[config.mk]
export PLATFORM = sky130hd
export DESIGN_NAME = fvsp_result_queue
export DESIGN_NICKNAME = d
export VERILOG_FILES = /design/src/sv/fvsp_pkg.sv /design/src/sv/fvsp_result_queue.sv
export SDC_FILE = /design/constraint.sdc
export NUM_CORES = 1
export LEC_CHECK = 0
export ABC_AREA = 1
export BUFFER_PORTS_ARGS = -buffer_cell sky130_fd_sc_hd__buf_2
export CORE_ASPECT_RATIO = 0.7
export CORE_MARGIN = 2
export CORE_UTILIZATION = 50
export DETAILED_ROUTE_END_ITERATION = 8
export GPL_TIMING_DRIVEN = 1
export PLACE_DENSITY = 0.76
export RECOVER_POWER = 25
export SLEW_MARGIN = 20
export SYNTH_ARGS = -nofsm -noshare
export SYNTH_HDL_FRONTEND = slang
export SYNTH_SLANG_ARGS = --single-unit
[constraint.sdc]
create_clock -name clk -period 4.91 [get_ports clk]
set_clock_uncertainty 0.1 [all_clocks]
set_input_delay 0.982 -clock clk [delete_from_list [all_inputs] [get_ports clk]]
set_output_delay 0.982 -clock clk [all_outputs]
set_load 0.01 [all_outputs]
[src/sv/fvsp_pkg.sv]
`timescale 1ns / 1ps

package fvsp_pkg;

    typedef enum logic [1:0] {
        FUNC_MEM_WRITE  = 2'd0,
        FUNC_SLOT_WRITE = 2'd1,
        FUNC_CHANNEL    = 2'd2,
        FUNC_TICK       = 2'd3
    } func_t;

    typedef struct packed {
        func_t       func;
        logic [1:0]  channel;
        logic        enable_given;
        logic        enable_value;
        logic        restart;
        logic        sample_given;
        logic [3:0]  slot;
        logic [23:0] pitch_step;
        logic [15:0] address;
        logic [7:0]  byte_value;
        logic [15:0] length;
        logic [15:0] loop_point;
    } cmd_t;

    typedef struct packed {
        logic [7:0] voice_a;
        logic [7:0] voice_b;
        logic [7:0] voice_c;
        logic [7:0] voice_d;
        logic [2:0] active_count;
    } res_t;

    localparam logic [7:0] SILENCE      = 8'd128;
    localparam int         OUT_VOICES   = 4;
    // result queue: two entries, pointers wrap in one bit
    localparam int         RES_DEPTH    = 2;
    localparam int         RES_PTR_BITS = 1;
    localparam int         RES_CNT_BITS = 2;

endpackage

[src/sv/fvsp_result_queue.sv]
`timescale 1ns / 1ps

module fvsp_result_queue
    import fvsp_pkg::*;
(
    input  logic clk,
    input  logic rst_n,
    input  logic push,
    input  res_t push_data,
    output logic valid,
    input  logic ready,
    output res_t data
);

    res_t                    entry_reg [RES_DEPTH];
    logic [RES_PTR_BITS-1:0] wr_ptr_reg;
    logic [RES_PTR_BITS-1:0] rd_ptr_reg;
    logic [RES_CNT_BITS-1:0] count_reg;
    logic                    pop;

    assign valid = (count_reg != '0);
    assign data  = entry_reg[rd_ptr_reg];
    assign pop   = valid && ready;

    always_ff @(posedge clk or negedge rst_n)
    begin
        if (!rst_n)
        begin
            wr_ptr_reg <= '0;
            rd_ptr_reg <= '0;
            count_reg  <= '0;
        end
        else
        begin
            if (push)
            begin
                wr_ptr_reg <= wr_ptr_reg + 1'b1;
            end
            if (pop)
            begin
                rd_ptr_reg <= rd_ptr_reg + 1'b1;
            end
            if (push && !pop)
            begin
                count_reg <= count_reg + 1'b1;
            end
            else if (pop && !push)
            begin
                count_reg <= count_reg - 1'b1;
            end
        end
    end

    always_ff @(posedge clk)
    begin
        if (push)
        begin
            entry_reg[wr_ptr_reg] <= push_data;
        end
    end

    a_no_overflow: assert property (@(posedge clk) disable iff (!rst_n)
        (push && !pop) |-> (count_reg < RES_CNT_BITS'(RES_DEPTH)))
        else $error("result queue overflow");

endmodule

==> key figures, run 1 <==
Yosys
  • Most numerous cell in the Yosys netlist: nand2_1
  • #FFs+latches synth: 74
  • Synthesized instance count: 209
  • Main combinational cell family by area after synthesis: simple AND/OR/NAND/NOR gates
  • EDFF count, synth: 70
  • Synth area leader: edfxtp_1
  • List of most frequent post-synthesis cells: nand2_1, edfxtp_1, nand2_2
  • Adder-Cell Fraction of Synth Area: 0.4439%
  • Seq/Total Area, Yosys: 78.12%
  • XOR/XNOR share of the synthesized area: 0.6214%
  • Mux contribution to synthesized area: 0%
  • Synth top area share: 74.57%
  • Synth Area per Inst: 13.49 sq um
  • Distinct cells, synth: 15
  • Warnings from Yosys: 0
  • Synth Area in Simple Gates: 16.78%
  • Top cells by area, synth: edfxtp_1, nand2_1, dfrtp_1
  • Post-Syn Area: 2819 sq um
  • Async S/R FF share, synth: 5.405%
  • Post-synthesis compound-gate area fraction: 0%
  • Syn_nets: 249
  • Most used DFF post-synth: edfxtp_1

Placed design
  • Gpl congestion: 0.7050
  • Placed inst area: 3222 sq um
  • Detailed Place HPWL: 3.102 mm
  • Count of buffers from port buffering: 74

Drt
  • DRT iter0 DRCs: 53
  • Routed via count: 1740
  • Drt total wl: 4.740 mm
  • # DRC: 0
  • Post-route ant nets: 0
  • Wire per inst: 12.99 um
  • Initial DRT Pass Iterations: 4
  • Vias per std cell: 4.767

Worst setup path
  • CP endpoint kind: output pin
  • CP startpoint kind: register
  • Most used cell, CP: nand2_1
  • Critical path peak fanout: 36
  • Critical path buffers and inverters: 3
  • Worst endpoint data arrival time: 2.07 ns
  • Kind of critical path: reg -> out
  • Top cell family by delay on the critical path: flip-flops
  • Crit path max-delay cell type: dfrtp_1
  • Crit-path max cell delay: 0.98 ns
  • WP data required: 3.83 ns
  • Register-to-register setup slack: 3.09 ns
  • CP Cell Sequence: buf_4, inv_8, nand2_1, nand2_1, buf_2

Timing
  • Max-slew headroom: 32.19%
  • Max-slew violation count: 0
  • FMAX: 317.3 MHz
  • Hold Vio Cnt, Final: 0
  • Min Clock Period, post-route: 3.151 ns
  • TNS Setup: 0 ns
  • Number of setup violations in the final report: 0
  • Period utilization: 64.18%
  • Slew of the pin with the lowest slew margin: 1.015 ns
  • RSZ-0062 raised after global routing: no

Floorplan
  • Chip Height: 66.82 um
  • Starting Density: 52.79%
  • Core Area: 5340 sq um
  • Die Area: 6264 sq um
  • Row Count: 22
  • I/O pin count: 75
  • Die X: 93.75 um

CTS
  • Post CTS Setup Buffer Count: 0
  • Clock latency on the worst-skew pair: 0.34 ns
  • CTS tree: done
  • Clk sinks: 74
  • Number of buffers created by CTS: 9
  • Clock-pin slew on the worst setup and hold paths: 0.08 ns
  • # hold bufs at CTS: 0
  • Post-CTS Resized: 0
  • CTS H-tree lvls: 3
  • Clk buf depth: 2
  • Root buf cell: clkbuf_8

Final layout
  • Share of cells above drive strength 1: 31.06%
  • Final net count: 329
  • Final Cell Area: 3421 sq um
  • Antenna cells: 0
  • Max reg flops: 70
  • Layout area overhead: 21.35%
  • # fillers: 425

Pwr
  • P_leak: 1.480 nW
  • Peak supply drop: 0.0003470 V
  • PD cells: 582.4 nW/um^2

Min path
  • Hold Path Class: in -> async

Run
  • Max Cap Viol: 0

Global routing
  • Global-route wire length before repair: 7.286 mm
  • GRT overflow: 0
  • Total global-route track usage: 16.67%
  • Pin count of the biggest net entering global routing: 37
  • Initial antenna violation count: 0
  • Vias in the first global route: 1583

Status
  • Status: finished clean
-- metrics by stage --
step	setup WS (ns)	instances	hold WS [ns]	power, W	util (%)
floorplan	1.886	209	0.3417	0.001325	-
global placement	2.139	350	0.3586	0.001505	60.33
detailed placement	2.107	350	0.3728	0.001518	60.33
CTS	1.719	365	0.3080	0.002018	64.34
global route	1.528	365	0.3521	0.002125	64.06
finish	1.759	365	0.3556	0.001992	64.06
-- path summary, 6_finish.rpt --
path | to | startpoint | cells past startpoint
setup / recovery | data[7] | rd_ptr_reg | 5
hold / removal | wr_ptr_reg | rst_n | 1
setup reg to reg | entry_reg[1][18] | wr_ptr_reg | 3
hold reg to reg | count_reg[1] | count_reg[1] | 2
max in group asynchronous | rd_ptr_reg | rst_n | 1
min in group clk | count_reg[1] | count_reg[1] | 2
-- logic make-up after synthesis --
| group | count (synthesis) |
|---|---|
| XOR/XNOR | 2 |
| buffers and inverters | 14 |
| adder cells (fa/ha/maj) | 1 |
| AND/OR/NAND/NOR | 118 |
| flip-flops | 74 |
-- routing by layer --
metal | vias up | routed length [um] | global-route usage (%)
met2 | 66 | 2184 | 25.00
met4 | 0 | 44 | 6.341
met1 | 813 | 2115 | 20.93
li1 | 854 | - | -
met5 | - | 0 | 0
met3 | 7 | 395 | 8.371
-- power breakdown --
| group | switching (W) | internal, W | leakage, nW |
|---|---|---|---|
| logic | 0.000371 | 0.000208 | 0.670 |
| registers | 0.0000737 | 0.000841 | 0.704 |
| clock network | 0.000214 | 0.000285 | 0.106 |
| total | 0.000659 | 0.00133 | 1.48 |
-- worst register-to-register path, cell delays in order (launching register included) --
cell	delay, ns
dfrtp_1	0.43
nand2_1	0.07
inv_1	0.52
buf_4	0.39
-- layout make-up --
| cell class | instances | area, sq um | area share, % |
|---|---|---|---|
| inverter | 7 | 33.78 | 0.9876 |
| sequential | 74 | 2202 | 64.37 |
| tap | 72 | 90.09 | 2.634 |
| multi-input combinational | 121 | 510.5 | 14.92 |
| timing repair buffer | 76 | 370.4 | 10.83 |
| clock buffer | 9 | 123.9 | 3.621 |
| clock inverter | 6 | 90.09 | 2.634 |
-- layout by cell type, fill, tap and decap left out, drive strengths merged --
master	n
buf	64
bufinv	2
clkbuf	21
clkinv	2
clkinvlp	1
dfrtp	4
edfxtp	70
ha	1
inv	8
nand2	114
nand3	2
nand4	1
nor2	1
xnor2	1
xor2	1
Note: power is estimated with default switching activity, not from simulation.
==> inputs of run 2 (changes only) <==
- ABC_AREA: 1 -> 0
- clock period: 4.91 -> 3 ns (I/O delays scaled with it)
==> run 2 against run 1 <==
- routed wire length shrank 5.9%
- synthesized cell count shrank 41%
- non-clock buffer count grew 1
- sequential cell count is the same
- critical path depth shrank 2
- synthesized area grew 1.4%
- largest cell class unchanged
==> key figures, run 2 <==
Yosys
  • Synth Area per Inst: 23.06 sq um (was 13.49 sq um)
  • Top cells by area, synth: edfxtp_1, mux2_4, dfrtp_1 (was edfxtp_1, nand2_1, dfrtp_1)
  • Syn_nets: 164 (was 249)
  • Synth area leader: edfxtp_1 (unchanged)
  • Async S/R FF share, synth: 5.405% (unchanged)
  • Post-Syn Area: 2859 sq um (was 2819 sq um)
  • List of most frequent post-synthesis cells: edfxtp_1, mux2_4, mux2_2 (was nand2_1, edfxtp_1, nand2_2)
  • EDFF count, synth: 70 (unchanged)
  • Seq/Total Area, Yosys: 77.02% (was 78.12%)
  • Synthesized instance count: 124 (was 209)
  • Warnings from Yosys: 0 (unchanged)
  • Synth top area share: 73.52% (was 74.57%)
  • #FFs+latches synth: 74 (unchanged)
  • Most used DFF post-synth: edfxtp_1 (unchanged)
  • Distinct cells, synth: 14 (was 15)
  • Most numerous cell in the Yosys netlist: edfxtp_1 (was nand2_1)

Pwr
  • Clock power share: 20.0% (was 25.0%)
  • Peak supply drop: 0.0004662 V (was 0.0003470 V)
  • Gate power share: 31.1% (was 29.1%)
  • Internal: 0.002207 W (was 0.001333 W)
  • PD cells: 900.7 nW/um^2 (was 582.4 nW/um^2)
  • P_leak: 1.371 nW (was 1.480 nW)
  • Total chip power: 0.003104 W (was 0.001992 W)
  • Reported net switching power: 0.0008968 W (was 0.0006589 W)
  • Sequential power share: 48.9% (was 45.9%)
  • Sw Ratio: 28.89% (was 33.07%)

Final layout
  • Sequential cell area: 2203 sq um (was 2202 sq um)
  • Area of the multi-input gates: 594.3 sq um (was 510.5 sq um)
  • Max reg flops: 70 (unchanged)
  • Commonest non-fill, non-tap cell in the layout: edfxtp_1 (was nand2_1)
  • Leading cell types in the layout, fill and taps excluded: edfxtp_1, buf_2, mux2_4 (was nand2_1, edfxtp_1, buf_2)
  • Final net count: 248 (was 329)
  • Layout area overhead: 20.52% (was 21.35%)
  • Antenna cells: 0 (unchanged)
  • Post-layout util: 64.20% (was 64.06%)
  • Final Cell Area: 3446 sq um (was 3421 sq um)
  • # fillers: 389 (was 425)
  • Share of cells above drive strength 1: 55.87% (was 31.06%)

Worst setup path
  • Critical path peak fanout: 22 (was 36)
  • CP Capture Point: data[29] (was data[7])
  • Worst endpoint data arrival time: 1.85 ns (was 2.07 ns)
  • WP data required: 2.30 ns (was 3.83 ns)
  • CP startpoint kind: register (unchanged)
  • Crit-path max cell delay: 0.79 ns (was 0.98 ns)
  • Critical Path Source: rd_ptr_reg (unchanged)
  • Register-to-register setup slack: 1.36 ns (was 3.09 ns)
  • Kind of critical path: reg -> out (unchanged)
  • End of the worst register-to-register path: entry_reg[1][8] (was entry_reg[1][18])
  • Top cell family by delay on the critical path: flip-flops (unchanged)
  • Worst path depth: 3 (was 5)
  • CP endpoint kind: output pin (unchanged)
  • CP Cell Sequence: buf_12, mux2_4, buf_2 (was buf_4, inv_8, nand2_1, nand2_1, buf_2)
  • Crit path max-delay cell type: dfrtp_2 (was dfrtp_1)
  • Reg2reg start: wr_ptr_reg (unchanged)
  • Critical path buffers and inverters: 2 (was 3)
  • Reg2reg path depth: 1 (was 3)

Global routing
  • GRT overflow: 0 (unchanged)
  • Initial antenna violation count: 0 (unchanged)
  • Vias in the first global route: 1493 (was 1583)
  • Pin count of the biggest net entering global routing: 36 (was 37)
  • Total global-route track usage: 15.48% (was 16.67%)
  • Global-route wire length before repair: 6.962 mm (was 7.286 mm)

CTS
  • Clk buf depth: 2 (unchanged)
  • Clock-pin slew on the worst setup and hold paths: 0.07 ns (was 0.08 ns)
  • Post CTS Setup Buffer Count: 0 (unchanged)
  • # hold bufs at CTS: 1 (was 0)
  • Number of buffers created by CTS: 9 (unchanged)
  • Clock latency on the worst-skew pair: 0.33 ns (was 0.34 ns)
  • CTS H-tree lvls: 3 (unchanged)
  • Root buf cell: clkbuf_8 (unchanged)
  • Post-CTS Resized: 0 (unchanged)
  • Clk sinks: 74 (unchanged)
  • CTS tree: done (unchanged)

Placed design
  • Placed inst area: 3286 sq um (was 3222 sq um)
  • Count of buffers from port buffering: 74 (unchanged)
  • Gpl congestion: 0.7813 (was 0.7050)

Drt
  • DRT iter0 DRCs: 61 (was 53)
  • DR WL met3: 363 um (was 395 um)
  • # DRC: 0 (unchanged)
  • Wire per inst: 15.64 um (was 12.99 um)
  • Initial DRT Pass Iterations: 6 (was 4)
  • Top sig layer: met4 (unchanged)
  • M1 wire length: 1.790 mm (was 2.115 mm)
  • Routed via count: 1391 (was 1740)
  • Post-route ant nets: 0 (unchanged)
  • Drt total wl: 4.458 mm (was 4.740 mm)
  • Vias per std cell: 4.881 (was 4.767)
  • Detail Route met2 WL: 2.219 mm (was 2.184 mm)

Timing
  • Number of setup violations in the final report: 0 (unchanged)
  • FMAX: 392.3 MHz
  • Max-slew violation count: 0 (unchanged)
  • Hold Vio Cnt, Final: 0 (unchanged)
  • Max-slew headroom: 44.50% (was 32.19%)
  • Min Clock Period, post-route: 2.549 ns
  • Slew of the pin with the lowest slew margin: 0.8325 ns (was 1.015 ns)
  • Period utilization: 84.97%
  • WHS: 0.3532 ns (was 0.3556 ns)
  • TNS Setup: 0 ns (unchanged)
  • RSZ-0062 raised after global routing: no (unchanged)

Floorplan
  • Core Area: 5368 sq um (was 5340 sq um)
  • Die Area: 6348 sq um (was 6264 sq um)
  • I/O pin count: 75 (unchanged)
  • Chip Height: 67.27 um (was 66.82 um)
  • Die X: 94.38 um (was 93.75 um)
  • Starting Density: 53.26% (was 52.79%)
  • Row Count: 22 (unchanged)

Status
  • Status: finished clean (unchanged)

Run
  • Max Cap Viol: 0 (unchanged)

Min path
  • Hold Path Class: in -> reg (was in -> async)
  • Hold-critical path depth: 1
## run 2: routing by layer
metal	vias to the layer above	global-route usage, %
li1	647	-
met4	0	6.522
met5	-	0
met3	9	6.696
met1	669	17.78
met2	66	25.89
## run 2: cell families after synthesis
group / Yosys count / synth area share, %
DFF: 74 / 77.02
muxes: 35 / 17.59
and+or+nand+nor: 5 / 0.9192
xor gates and xnor gates: 5 / 1.532
adders and majority gates: 1 / 0.4376
buffers and inverters: 4 / 2.495
## run 2: how the worst min path moves through the flow
| stage | start | slack [ns] | endpoint |
|---|---|---|---|
| 2_1_floorplan | rst_n | 0.20 | count_reg[0] |
| 6_report | push_data[26] | 0.35 | entry_reg[1][26] |
| 3_3_place_gp | rst_n | 0.30 | wr_ptr_reg |
| 5_1_grt | push_data[28] | 0.34 | entry_reg[0][28] |
| 4_1_cts | push_data[26] | 0.33 | entry_reg[1][26] |
| 3_5_place_dp | rst_n | 0.31 | wr_ptr_reg |
## run 2: cell type report
| class | instances | share of cell area [%] |
|---|---|---|
| Clock buffer | 10 | 3.704 |
| Sequential cell | 74 | 63.94 |
| Multi-Input combinational cell | 46 | 17.25 |
| Clock inverter | 6 | 0.9804 |
| Timing Repair Buffer | 77 | 11.51 |
| Tap cell | 72 | 2.614 |
## run 2: metrics by stage
step	cells	setup WS, ns
after floorplan	124	0.2929
after global placement	268	0.8169
after detailed placement	268	0.7869
after CTS	285	0.4005
after global routing	285	0.3616
final	285	0.4510
## run 2: power by group through the flow
stage | sequential, W | combinational (W) | clock [W]
finish | 0.00152 | 0.000966 | 0.000619
global route | 0.00155 | 0.00104 | 0.000677
CTS | 0.00153 | 0.000985 | 0.000639
detailed placement | 0.00155 | 0.000977 | 0
global placement | 0.00153 | 0.000956 | 0
floorplan | 0.00145 | 0.000805 | 0
